### config.mk
export PLATFORM = sky130hd
export DESIGN_NAME = serial_command_line_parser_top_flat
export DESIGN_NICKNAME = d
export VERILOG_FILES = /design/src/rtl/sclp_pkg.sv /design/src/rtl/sclp_in_if.sv /design/src/rtl/sclp_out_if.sv /design/src/rtl/sclp_stage.sv /design/src/rtl/serial_command_line_parser_top.sv /design/src/flat_wrapper.sv
export VERILOG_INCLUDE_DIRS = /design/src /design/src/rtl
export SDC_FILE = /design/constraint.sdc
export NUM_CORES = 1
export LEC_CHECK = 0
export ABC_AREA = 1
export BUFFER_PORTS_ARGS = -buffer_cell sky130_fd_sc_hd__buf_4
export CAP_MARGIN = 20
export CORE_ASPECT_RATIO = 1.4
export CORE_UTILIZATION = 35
export CTS_BUF_LIST = sky130_fd_sc_hd__clkbuf_2
export DETAILED_ROUTE_END_ITERATION = 8
export SYNTH_ARGS = -nofsm -noshare
export SYNTH_HDL_FRONTEND = slang
export SYNTH_SLANG_ARGS = --single-unit
### constraint.sdc
create_clock -name clk -period 12 [get_ports clk]
set_input_delay 3.6 -clock clk [delete_from_list [all_inputs] [get_ports clk]]
set_output_delay 3.6 -clock clk [all_outputs]
set_load 0.02 [all_outputs]
### src/rtl/assert_macros.svh
// Assertion helpers
`ifndef ASSERT_MACROS_SVH
`define ASSERT_MACROS_SVH

`ifndef ASSERT_OFF
`define SCLP_ASSERT_IMP(lbl, clk, rst_n, a, c) \
  lbl: assert property (@(posedge clk) disable iff (!rst_n) (a) |-> (c)) \
    else $error("assertion failed");
`define SCLP_ASSERT_NXT(lbl, clk, rst_n, a, c) \
  lbl: assert property (@(posedge clk) disable iff (!rst_n) (a) |=> (c)) \
    else $error("assertion failed");
`else
`define SCLP_ASSERT_IMP(lbl, clk, rst_n, a, c)
`define SCLP_ASSERT_NXT(lbl, clk, rst_n, a, c)
`endif

`endif

### src/rtl/sclp_pkg.sv
package sclp_pkg;

  localparam int LINE_MAX     = 32;
  localparam int STAGE_COUNT  = 14;
  localparam int REVERSE_BASE = 7;

  localparam int ADDR_W = $clog2(LINE_MAX);
  localparam int LEN_W  = $clog2(LINE_MAX + 1);
  localparam int STG_W  = 6;
  localparam int SACC_W = 7;
  localparam int ARG_W  = 31;

  localparam logic [ARG_W-1:0] SAT_MAX = {ARG_W{1'b1}};

  localparam logic [7:0] CH_BS  = 8'h08;
  localparam logic [7:0] CH_DEL = 8'h7F;
  localparam logic [7:0] CH_CR  = 8'h0D;
  localparam logic [7:0] CH_LF  = 8'h0A;
  localparam logic [7:0] CH_SP  = 8'h20;
  localparam logic [7:0] CH_TAB = 8'h09;

  typedef enum logic [3:0] {
    CMD_IDLE   = 4'd0,
    CMD_TRACK  = 4'd1,
    CMD_MANUAL = 4'd2,
    CMD_RECAL  = 4'd3,
    CMD_STATUS = 4'd4,
    CMD_CALQ   = 4'd5,
    CMD_CFGQ   = 4'd6,
    CMD_HELP   = 4'd7,
    CMD_PERIOD = 4'd8,
    CMD_STAGE  = 4'd9
  } cmd_code_t;

  typedef enum logic [1:0] {
    SM_NUM = 2'd0,
    SM_F   = 2'd1,
    SM_R   = 2'd2
  } stg_mode_t;

  typedef enum logic [4:0] {
    ST_IDLE   = 5'b00001,
    ST_TRIM_S = 5'b00010,
    ST_TRIM_E = 5'b00100,
    ST_MATCH  = 5'b01000,
    ST_DONE   = 5'b10000
  } state_t;

  typedef struct packed {
    logic       clr;
    logic       en;
    logic       first;
    logic [7:0] c;
  } stg_ctl_t;

  typedef struct packed {
    logic             ok;
    stg_mode_t        mode;
    logic [STG_W-1:0] val;
  } stg_res_t;

  localparam int KW_N = 11;

  localparam logic [63:0] KW_TXT [KW_N] = '{
    64'("IDLE"), 64'("0"), 64'("TRACK"), 64'("1"), 64'("MANUAL"), 64'("2"),
    64'("RECAL"), 64'("STATUS"), 64'("CAL?"), 64'("CFG?"), 64'("HELP")};
  localparam int KW_LEN [KW_N] = '{4, 1, 5, 1, 6, 1, 5, 6, 4, 4, 4};
  localparam cmd_code_t KW_CODE [KW_N] = '{
    CMD_IDLE, CMD_IDLE, CMD_TRACK, CMD_TRACK, CMD_MANUAL, CMD_MANUAL,
    CMD_RECAL, CMD_STATUS, CMD_CALQ, CMD_CFGQ, CMD_HELP};

  localparam logic [63:0] PER_TXT = 64'("PERIOD ");
  localparam int          PER_LEN = 7;
  localparam logic [63:0] MAN_TXT = 64'("MAN ");
  localparam int          MAN_LEN = 4;

  // byte i of a right-aligned text of length l
  function automatic logic [7:0] txt_byte(input logic [63:0] s, input int l, input int i);
    logic [63:0] sh;
    sh = s >> (8 * (l - 1 - i));
    return sh[7:0];
  endfunction

  function automatic logic is_digit(input logic [7:0] c);
    return (c >= 8'h30) && (c <= 8'h39);
  endfunction

  function automatic logic [7:0] to_upper(input logic [7:0] c);
    return ((c >= 8'h61) && (c <= 8'h7A)) ? (c - 8'h20) : c;
  endfunction

endpackage

### src/rtl/sclp_in_if.sv
interface sclp_in_if import sclp_pkg::*; ();
  logic       valid;
  logic       ready;
  logic [7:0] rx_byte;

  modport source (output valid, output rx_byte, input ready);
  modport sink   (input valid, input rx_byte, output ready);
endinterface

### src/rtl/sclp_out_if.sv
interface sclp_out_if import sclp_pkg::*; ();
  logic             valid;
  logic             ready;
  logic [3:0]       cmd_code;
  logic [ARG_W-1:0] cmd_arg;

  modport source (output valid, output cmd_code, output cmd_arg, input ready);
  modport sink   (input valid, input cmd_code, input cmd_arg, output ready);
endinterface

### src/rtl/sclp_stage.sv
module sclp_stage import sclp_pkg::*; (
  input  logic     clk,
  input  stg_ctl_t ctl,
  output stg_res_t res
);

  stg_mode_t         mode_r, mode_nxt;
  logic              bad_r, bad_nxt;
  logic              dig_r, dig_nxt;
  logic [SACC_W-1:0] acc_r, acc_nxt;
  logic [SACC_W+3:0] prod;
  logic [SACC_W-1:0] d;
  logic [SACC_W-1:0] lim;

  always_comb begin
    mode_nxt = mode_r;
    bad_nxt  = bad_r;
    dig_nxt  = dig_r;
    acc_nxt  = acc_r;
    d        = SACC_W'(ctl.c - 8'h30);
    prod     = (SACC_W+4)'(acc_r) * (SACC_W+4)'(10) + (SACC_W+4)'(d);
    if (ctl.clr) begin
      mode_nxt = SM_NUM;
      bad_nxt  = 1'b0;
      dig_nxt  = 1'b0;
      acc_nxt  = '0;
    end else if (ctl.en && ctl.first) begin
      if (ctl.c == 8'h46) begin
        mode_nxt = SM_F;
      end else if (ctl.c == 8'h52) begin
        mode_nxt = SM_R;
      end else if (is_digit(ctl.c)) begin
        mode_nxt = SM_NUM;
        acc_nxt  = d;
        dig_nxt  = 1'b1;
      end else begin
        bad_nxt = 1'b1;
      end
    end else if (ctl.en) begin
      if (is_digit(ctl.c)) begin
        dig_nxt = 1'b1;
        acc_nxt = (prod > (SACC_W+4)'({SACC_W{1'b1}})) ? {SACC_W{1'b1}} : prod[SACC_W-1:0];
      end else begin
        bad_nxt = 1'b1;
      end
    end
  end

  always_ff @(posedge clk) begin
    mode_r <= mode_nxt;
    bad_r  <= bad_nxt;
    dig_r  <= dig_nxt;
    acc_r  <= acc_nxt;
  end

  always_comb begin
    lim      = (mode_r == SM_NUM) ? SACC_W'(STAGE_COUNT) : SACC_W'(REVERSE_BASE);
    res.mode = mode_r;
    res.ok   = !bad_r && dig_r && (acc_r != '0) && (acc_r <= lim);
    res.val  = (mode_r == SM_R) ? STG_W'(STG_W'(REVERSE_BASE) + STG_W'(acc_r) - 1'b1)
                                : STG_W'(STG_W'(acc_r) - 1'b1);
  end

endmodule

### src/rtl/serial_command_line_parser_top.sv
// Ordinary bytes, backspace and empty line ends are handled in the idle state.
// Line end: trim scan from both ends, then a match pass over the kept characters,
// at most LINE_MAX-1 of them; in_ch is not ready again until idle, which waits while out is busy.
// The line store takes one write and one read per cycle; the line-end scan bounds the rate.
// Reset (rst_n low, synchronous) empties the line and drops any pending result.
`include "assert_macros.svh"
module serial_command_line_parser_top import sclp_pkg::*; (
  input logic      clk,
  input logic      rst_n,
  sclp_in_if.sink  in_ch,
  sclp_out_if.source out_ch
);

  logic [7:0] mem [LINE_MAX];

  state_t            state_r, state_nxt;
  logic [LEN_W-1:0]  len_r, len_nxt;
  logic [LEN_W-1:0]  ptr_r, ptr_nxt;
  logic [LEN_W-1:0]  rd_idx_r;
  logic              rd_vld_r, rd_vld_nxt;
  logic [7:0]        rd_data_r;
  logic [LEN_W-1:0]  s_r, s_nxt;
  logic [ADDR_W-1:0] n_r, n_nxt;
  logic [ADDR_W-1:0] iss_left_r, iss_left_nxt;
  logic [ADDR_W-1:0] i_r, i_nxt;
  logic              scan_r, scan_nxt;
  logic [KW_N-1:0]   kw_ok_r, kw_ok_nxt;
  logic              per_ok_r, per_ok_nxt;
  logic              man_ok_r, man_ok_nxt;
  logic [ARG_W-1:0]  acc_p_r, acc_p_nxt;

  logic              out_valid_r, out_valid_nxt;
  logic [3:0]        out_code_r, out_code_nxt;
  logic [ARG_W-1:0]  out_arg_r, out_arg_nxt;

  logic              issue;
  logic              mem_we;
  logic [7:0]        c_up;
  logic              blank;
  logic [LEN_W-1:0]  e_diff;
  logic [ARG_W+3:0]  prod_p;
  logic              hit;
  logic              kw_hit;
  cmd_code_t         hit_code;
  logic [ARG_W-1:0]  hit_arg;
  logic              in_acc;
  stg_ctl_t          ctl_a, ctl_b;
  stg_res_t          res_a, res_b;

  sclp_stage u_stage_man (.clk(clk), .ctl(ctl_a), .res(res_a));
  sclp_stage u_stage_fr  (.clk(clk), .ctl(ctl_b), .res(res_b));

  assign in_ch.ready     = (state_r == ST_IDLE);
  assign in_acc          = in_ch.valid && in_ch.ready;
  assign out_ch.valid    = out_valid_r;
  assign out_ch.cmd_code = out_code_r;
  assign out_ch.cmd_arg  = out_arg_r;

  assign c_up  = to_upper(rd_data_r);
  assign blank = (rd_data_r == CH_SP) || (rd_data_r == CH_TAB);

  // result select
  always_comb begin
    kw_hit   = 1'b0;
    hit_code = CMD_IDLE;
    hit_arg  = '0;
    for (int k = KW_N - 1; k >= 0; k--) begin
      if (kw_ok_r[k] && (int'(n_r) == KW_LEN[k])) begin
        kw_hit   = 1'b1;
        hit_code = KW_CODE[k];
      end
    end
    hit = kw_hit;
    if (!kw_hit) begin
      if (per_ok_r && (int'(n_r) > PER_LEN)) begin
        hit      = 1'b1;
        hit_code = CMD_PERIOD;
        hit_arg  = acc_p_r;
      end else if (man_ok_r && res_a.ok) begin
        hit      = 1'b1;
        hit_code = CMD_STAGE;
        hit_arg  = ARG_W'(res_a.val);
      end else if (res_b.ok && (res_b.mode != SM_NUM)) begin
        hit      = 1'b1;
        hit_code = CMD_STAGE;
        hit_arg  = ARG_W'(res_b.val);
      end
    end
  end

  always_comb begin
    state_nxt     = state_r;
    len_nxt       = len_r;
    ptr_nxt       = ptr_r;
    s_nxt         = s_r;
    n_nxt         = n_r;
    iss_left_nxt  = iss_left_r;
    i_nxt         = i_r;
    scan_nxt      = scan_r;
    kw_ok_nxt     = kw_ok_r;
    per_ok_nxt    = per_ok_r;
    man_ok_nxt    = man_ok_r;
    acc_p_nxt     = acc_p_r;
    out_valid_nxt = out_valid_r && !out_ch.ready;
    out_code_nxt  = out_code_r;
    out_arg_nxt   = out_arg_r;
    issue         = 1'b0;
    mem_we        = 1'b0;
    e_diff        = '0;
    prod_p        = (ARG_W+4)'(acc_p_r) * (ARG_W+4)'(10) + (ARG_W+4)'(c_up - 8'h30);
    ctl_a         = '{clr: 1'b0, en: 1'b0, first: 1'b0, c: c_up};
    ctl_b         = '{clr: 1'b0, en: 1'b0, first: 1'b0, c: c_up};

    unique case (state_r)
      ST_IDLE: begin
        if (in_acc) begin
          if ((in_ch.rx_byte == CH_CR) || (in_ch.rx_byte == CH_LF)) begin
            if (len_r != '0) begin
              state_nxt = ST_TRIM_S;
              ptr_nxt   = '0;
            end
          end else if ((in_ch.rx_byte == CH_BS) || (in_ch.rx_byte == CH_DEL)) begin
            if (len_r != '0) len_nxt = len_r - 1'b1;
          end else if (len_r < LEN_W'(LINE_MAX)) begin
            mem_we  = 1'b1;
            len_nxt = len_r + 1'b1;
          end else begin
            len_nxt = '0;
          end
        end
      end
      ST_TRIM_S: begin
        issue   = 1'b1;
        ptr_nxt = ptr_r + 1'b1;
        if (rd_vld_r) begin
          if (rd_idx_r >= len_r) begin
            state_nxt = ST_DONE;
            scan_nxt  = 1'b0;
          end else if (!blank) begin
            state_nxt = ST_TRIM_E;
            s_nxt     = rd_idx_r;
            ptr_nxt   = len_r - 1'b1;
          end
        end
      end
      ST_TRIM_E: begin
        issue   = 1'b1;
        ptr_nxt = ptr_r - 1'b1;
        if (rd_vld_r && !blank) begin
          e_diff       = rd_idx_r + 1'b1 - s_r;
          n_nxt        = (e_diff > LEN_W'(LINE_MAX - 1)) ? ADDR_W'(LINE_MAX - 1)
                                                         : e_diff[ADDR_W-1:0];
          state_nxt    = ST_MATCH;
          ptr_nxt      = s_r;
          iss_left_nxt = n_nxt;
          i_nxt        = '0;
          kw_ok_nxt    = '1;
          per_ok_nxt   = 1'b1;
          man_ok_nxt   = 1'b1;
          acc_p_nxt    = '0;
          ctl_a.clr    = 1'b1;
          ctl_b.clr    = 1'b1;
        end
      end
      ST_MATCH: begin
        if (iss_left_r != '0) begin
          issue        = 1'b1;
          ptr_nxt      = ptr_r + 1'b1;
          iss_left_nxt = iss_left_r - 1'b1;
        end
        if (rd_vld_r) begin
          for (int k = 0; k < KW_N; k++) begin
            if ((int'(i_r) >= KW_LEN[k]) || (c_up != txt_byte(KW_TXT[k], KW_LEN[k], int'(i_r))))
              kw_ok_nxt[k] = 1'b0;
          end
          if (int'(i_r) < PER_LEN) begin
            if (c_up != txt_byte(PER_TXT, PER_LEN, int'(i_r))) per_ok_nxt = 1'b0;
          end else if (!is_digit(c_up)) begin
            per_ok_nxt = 1'b0;
          end else begin
            acc_p_nxt = (prod_p > (ARG_W+4)'(SAT_MAX)) ? SAT_MAX : prod_p[ARG_W-1:0];
          end
          if (int'(i_r) < MAN_LEN) begin
            if (c_up != txt_byte(MAN_TXT, MAN_LEN, int'(i_r))) man_ok_nxt = 1'b0;
          end
          ctl_a.en    = (int'(i_r) >= MAN_LEN);
          ctl_a.first = (int'(i_r) == MAN_LEN);
          ctl_b.en    = 1'b1;
          ctl_b.first = (i_r == '0);
          i_nxt       = i_r + 1'b1;
          if (i_r == n_r - 1'b1) begin
            state_nxt = ST_DONE;
            scan_nxt  = 1'b1;
          end
        end
      end
      ST_DONE: begin
        if (!(scan_r && hit)) begin
          state_nxt = ST_IDLE;
          len_nxt   = '0;
        end else if (!out_valid_nxt) begin
          out_valid_nxt = 1'b1;
          out_code_nxt  = hit_code;
          out_arg_nxt   = hit_arg;
          state_nxt     = ST_IDLE;
          len_nxt       = '0;
        end
      end
      default: state_nxt = ST_IDLE;
    endcase

    rd_vld_nxt = issue && (state_nxt == state_r);
  end

  // line store
  always_ff @(posedge clk) begin
    if (mem_we) mem[len_r[ADDR_W-1:0]] <= in_ch.rx_byte;
    rd_data_r <= mem[ptr_r[ADDR_W-1:0]];
    rd_idx_r  <= ptr_r;
  end

  always_ff @(posedge clk) begin
    if (!rst_n) begin
      state_r     <= ST_IDLE;
      len_r       <= '0;
      rd_vld_r    <= 1'b0;
      out_valid_r <= 1'b0;
    end else begin
      state_r     <= state_nxt;
      len_r       <= len_nxt;
      rd_vld_r    <= rd_vld_nxt;
      out_valid_r <= out_valid_nxt;
    end
  end

  always_ff @(posedge clk) begin
    ptr_r      <= ptr_nxt;
    s_r        <= s_nxt;
    n_r        <= n_nxt;
    iss_left_r <= iss_left_nxt;
    i_r        <= i_nxt;
    scan_r     <= scan_nxt;
    kw_ok_r    <= kw_ok_nxt;
    per_ok_r   <= per_ok_nxt;
    man_ok_r   <= man_ok_nxt;
    acc_p_r    <= acc_p_nxt;
    out_code_r <= out_code_nxt;
    out_arg_r  <= out_arg_nxt;
  end

  `SCLP_ASSERT_IMP(a_len_range, clk, rst_n, 1'b1, len_r <= LEN_W'(LINE_MAX))
  `SCLP_ASSERT_IMP(a_rd_not_idle, clk, rst_n, rd_vld_r, state_r != ST_IDLE)
  `SCLP_ASSERT_IMP(a_match_idx, clk, rst_n, (state_r == ST_MATCH) && rd_vld_r, i_r < n_r)
  `SCLP_ASSERT_NXT(a_done_leaves, clk, rst_n, (state_r == ST_DONE) && !out_valid_r,
                   state_r == ST_IDLE)

endmodule

### src/flat_wrapper.sv
// flat-port wrapper written by rule: the top's interface ports become plain ports
module serial_command_line_parser_top_flat import sclp_pkg::*;
  (clk, rst_n, in_ch_valid, in_ch_rx_byte, in_ch_ready, out_ch_valid, out_ch_cmd_code, out_ch_cmd_arg, out_ch_ready);
  sclp_in_if in_ch_i ();
  sclp_out_if out_ch_i ();
  input logic clk;
  input logic rst_n;
  input wire logic [$bits(in_ch_i.valid)-1:0] in_ch_valid;
  input wire logic [$bits(in_ch_i.rx_byte)-1:0] in_ch_rx_byte;
  output wire logic [$bits(in_ch_i.ready)-1:0] in_ch_ready;
  output wire logic [$bits(out_ch_i.valid)-1:0] out_ch_valid;
  output wire logic [$bits(out_ch_i.cmd_code)-1:0] out_ch_cmd_code;
  output wire logic [$bits(out_ch_i.cmd_arg)-1:0] out_ch_cmd_arg;
  input wire logic [$bits(out_ch_i.ready)-1:0] out_ch_ready;
  assign in_ch_i.valid = in_ch_valid;
  assign in_ch_i.rx_byte = in_ch_rx_byte;
  assign in_ch_ready = in_ch_i.ready;
  assign out_ch_valid = out_ch_i.valid;
  assign out_ch_cmd_code = out_ch_i.cmd_code;
  assign out_ch_cmd_arg = out_ch_i.cmd_arg;
  assign out_ch_i.ready = out_ch_ready;
  serial_command_line_parser_top u_core (.clk(clk), .rst_n(rst_n), .in_ch(in_ch_i), .out_ch(out_ch_i));
endmodule
==> flow_summary.yaml <==
grt:
  antenna_found_initial: 1
  grt_overflow: 0
  grt_pass1_vias: 20342
  grt_max_degree: 69
  grt_pass1_wl_um: 109000
  grt_util_all_layers: 0.191
worst_setup_path:
  cp_common_cell: "nand2_1"
  endpoint_kind: "register"
  slowest_delay_ps: 850
  critPathMaxFanout: 31
  crit_family: "simple AND/OR/NAND/NOR gates"
  crit_type: "reg2reg"
  path_buf_inv: 3
  start_kind: "register"
  required_ps: 12810
  crit_arrival_ps: 6990
  cp_slowest_cell: "dfxtp_1"
pwr:
  swShare: 0.263
  p_per_area_mw_per_mm2: 99.3
  power_frac_seq: 0.574
  leakage_nw: 11.7
  pwr-share-comb: 0.055
  clkPwrFrac: 0.370
  p_int_w: 0.00201
  irDropWorstVdd_mv: 0.0862
  p_sw_w: 0.000716
clock_network:
  clock_latency_ps: 1210
  clk_pin_slew_ps: 130
  postCtsHoldBufs: 0
  htree_levels: 3
  cts_tree: "built"
  clock-root-buffer: "clkbuf_2"
  postCtsSetupBuffers: 0
  cts_buffers: 98
  cts_resized: 0
  clock-sinks: 412
  cts_max_path_buffers: 3
route:
  drc: 0
  drt_iter0_markers: 1134
  firstDrtPassIters: 5
  vias: 20163
  drtAntennaViolNets: 0
  avgViaCountPerCell: 5.11
  wl_per_cell_um: 17.7
  wl_um: 69900
timing:
  post-route-min-period_ps: 6180
  worst_hold_slack_ps: 468
  fin_crit_sh: 0.515
  max_slew_margin: 0.305
  fmax_ghz: 0.162
  finalClockSkew_ps: 147
  hold_violations: 0
  rsz0062_at_grt: "false"
  setup_tns_ps: 0
  worst_pin_slew_ps: 1040
  drv_slew: 0
  setup_viol: 0
  fin_ws_ps: 5820
placement:
  dp_cells: 3758
  buffer_ports.inserted: 48
  hpwl_um: 50600
  pre_cts_ws_ps: 5480
  routabilityCongestion: 0.944
floorplanning:
  die-area_mm2: 0.0729
  design.core.area_mm2: 0.0706
  initial_core_util: 0.356
  placementRows: 115
  die_h_um: 319
  pin_count: 49
  dieWidth_um: 228
logic_synthesis:
  seq_area_frac_synth: 0.473
  syn-num-nets: 3036
  syn-cell-area_mm2: 0.0251
  synthTopCellsByArea: "edfxtp_1 (43%), ha_1 (8.4%), nand2_1 (8.0%), inv_1 (5.2%), nor2_1 (4.7%)"
  yosys.area.top_type: "edfxtp_1"
  synthFlopType: "edfxtp_1"
  syn_inst: 2849
  synth_warnings: 0
  synth_cell_type_count: 63
  synth_top_area_share: 0.434
  synthArstFlopShare: 0
  synth_edf_count: 363
  syn_avg_cell_area_um2: 8.82
  ys_ff_latch: 412
hold_path:
  holdCritPathClass: "reg2reg"
job:
  cap_violations: 0
final_layout:
  final_nets: 3110
  post-route-util: 0.388
  drive_above_1_share: 0.0985
  layout-area-overhead-vs-synth_pct: 9.25
  instances_no_fill: 3945
outcome:
  status: "finished, final reports clean"
==> cells by family after synthesis <==
logic type | Yosys count | share of synthesized area
xor+xnor | 112 | 0.0391
buf+inv | 452 | 0.0698
flops | 412 | 0.473
fa+ha+maj | 175 | 0.0893
compound gates | 444 | 0.110
simple gates | 1254 | 0.219
==> per-layer routing <==
| metal | track usage | part of all wire |
|---|---|---|
| met3 | 0.0306 | 0.045 |
| met2 | 0.365 | 0.53 |
| met1 | 0.202 | 0.38 |
| met5 | 0 | 0 |
| met4 | 0.0922 | 0.039 |
==> placed cells by master (no fill, tap or decap), types with 12 or more instances in the layout <==
cell type	count
nand4_1	39
nand3_1	118
o211ai_1	19
buf_4	60
xor2_1	84
clkinv_1	34
ha_1	168
dfxtp_1	49
o311ai_0	29
inv_2	12
a21oi_1	137
nor3_1	147
a21oi_2	17
o22ai_1	31
clkbuf_2	134
nor2_1	313
a31oi_1	18
nor4_1	43
nand2_1	533
xnor2_1	28
o21ai_0	113
inv_1	347
nand2_2	17
edfxtp_1	363
==> synthesized netlist by cell type (6+ instances only) <==
cell type and number:
nand3_1 118, o221ai_1 9, inv_1 350, inv_2 8
buf_1 12, fa_1 7, nor2_1 314, o2111ai_1 7
o22ai_1 31, nand4_1 39, clkbuf_1 64, edfxtp_1 363
xnor2_1 28, dfxtp_1 49, o311ai_0 29, a221oi_1 8
nor3_1 147, o21bai_1 6, o31ai_1 10, nand2_1 534
xor2_1 84, nand2_2 16, ha_1 168, nor4_1 44
nor2_2 7, o21ai_0 113, a31oi_1 18, a21oi_1 138
nand3_2 6, o211ai_1 19, a21oi_2 17, o41ai_1 7
and2_1 8
==> worst paths after layout <==
path,start,end,slack (ps),depth (start not counted)
worst max register to register,u_core.rd_data_r[1],u_core.acc_p_r[4],5820,30
worst min register to register,u_core.u_stage_fr.dig_r,u_core.u_stage_fr.dig_r,470,2
worst max-delay path,u_core.rd_data_r[1],u_core.acc_p_r[4],5820,30
worst min-delay path,u_core.u_stage_fr.dig_r,u_core.u_stage_fr.dig_r,470,2
==> sequential cells by signal, summed over array words and instances (netlist names), 2 cells and up <==
| name | count |
|---|---|
| u_core.rd_data_r | 8 |
| u_core.acc_p_r | 31 |
| u_core.out_ch.cmd_arg | 31 |
| u_core.rd_idx_r | 6 |
| u_core.i_r | 5 |
| u_core.s_r | 6 |
| u_core.iss_left_r | 5 |
| u_core.mem | 256 |
| u_core.n_r | 5 |
| u_core.state_r | 5 |
| u_core.u_stage_man.acc_r | 7 |
| u_core.kw_ok_r | 11 |
| u_core.u_stage_fr.mode_r | 2 |
| u_core.ptr_r | 6 |
| u_core.len_r | 6 |
| u_core.out_ch.cmd_code | 4 |
| u_core.u_stage_fr.acc_r | 7 |
| u_core.u_stage_man.mode_r | 2 |
==> power by group through the flow <==
stage	registers [W]	logic, W	clock network, W
5_1_grt	0.00157	0.000166	0.00112
6_report	0.00157	0.000150	0.00101
3_5_place_dp	0.00160	0.000150	0
3_3_place_gp	0.00160	0.000150	0
4_1_cts	0.00157	0.000150	0.00105
2_1_floorplan	0.00160	0.0000981	0
==> metrics by stage <==
step	total power, W	area [um2]
5_1_grt	0.00285	27400
4_1_cts	0.00276	27400
3_5_place_dp	0.00175	26400
3_3_place_gp	0.00175	26400
2_1_floorplan	0.00169	25100
6_report	0.00273	27400
==> tightest hold or removal path: stages (launching register included) <==
cell and delay [ps]:
dfxtp_1 320, inv_1 60, a21oi_1 60
==> layout make-up <==
cell class / count / area, um2
Clock inverter: 49 / 348
Clock buffer: 134 / 671
Sequential cell: 412 / 11900
Antenna cell: 3 / 7.51
Fill cell: 7176 / 43200
Multi-Input combinational cell: 1985 / 11500
Inverter: 364 / 1370
Tap cell: 936 / 1170
Timing Repair Buffer: 62 / 483
(Power assumes the default switching activity.)
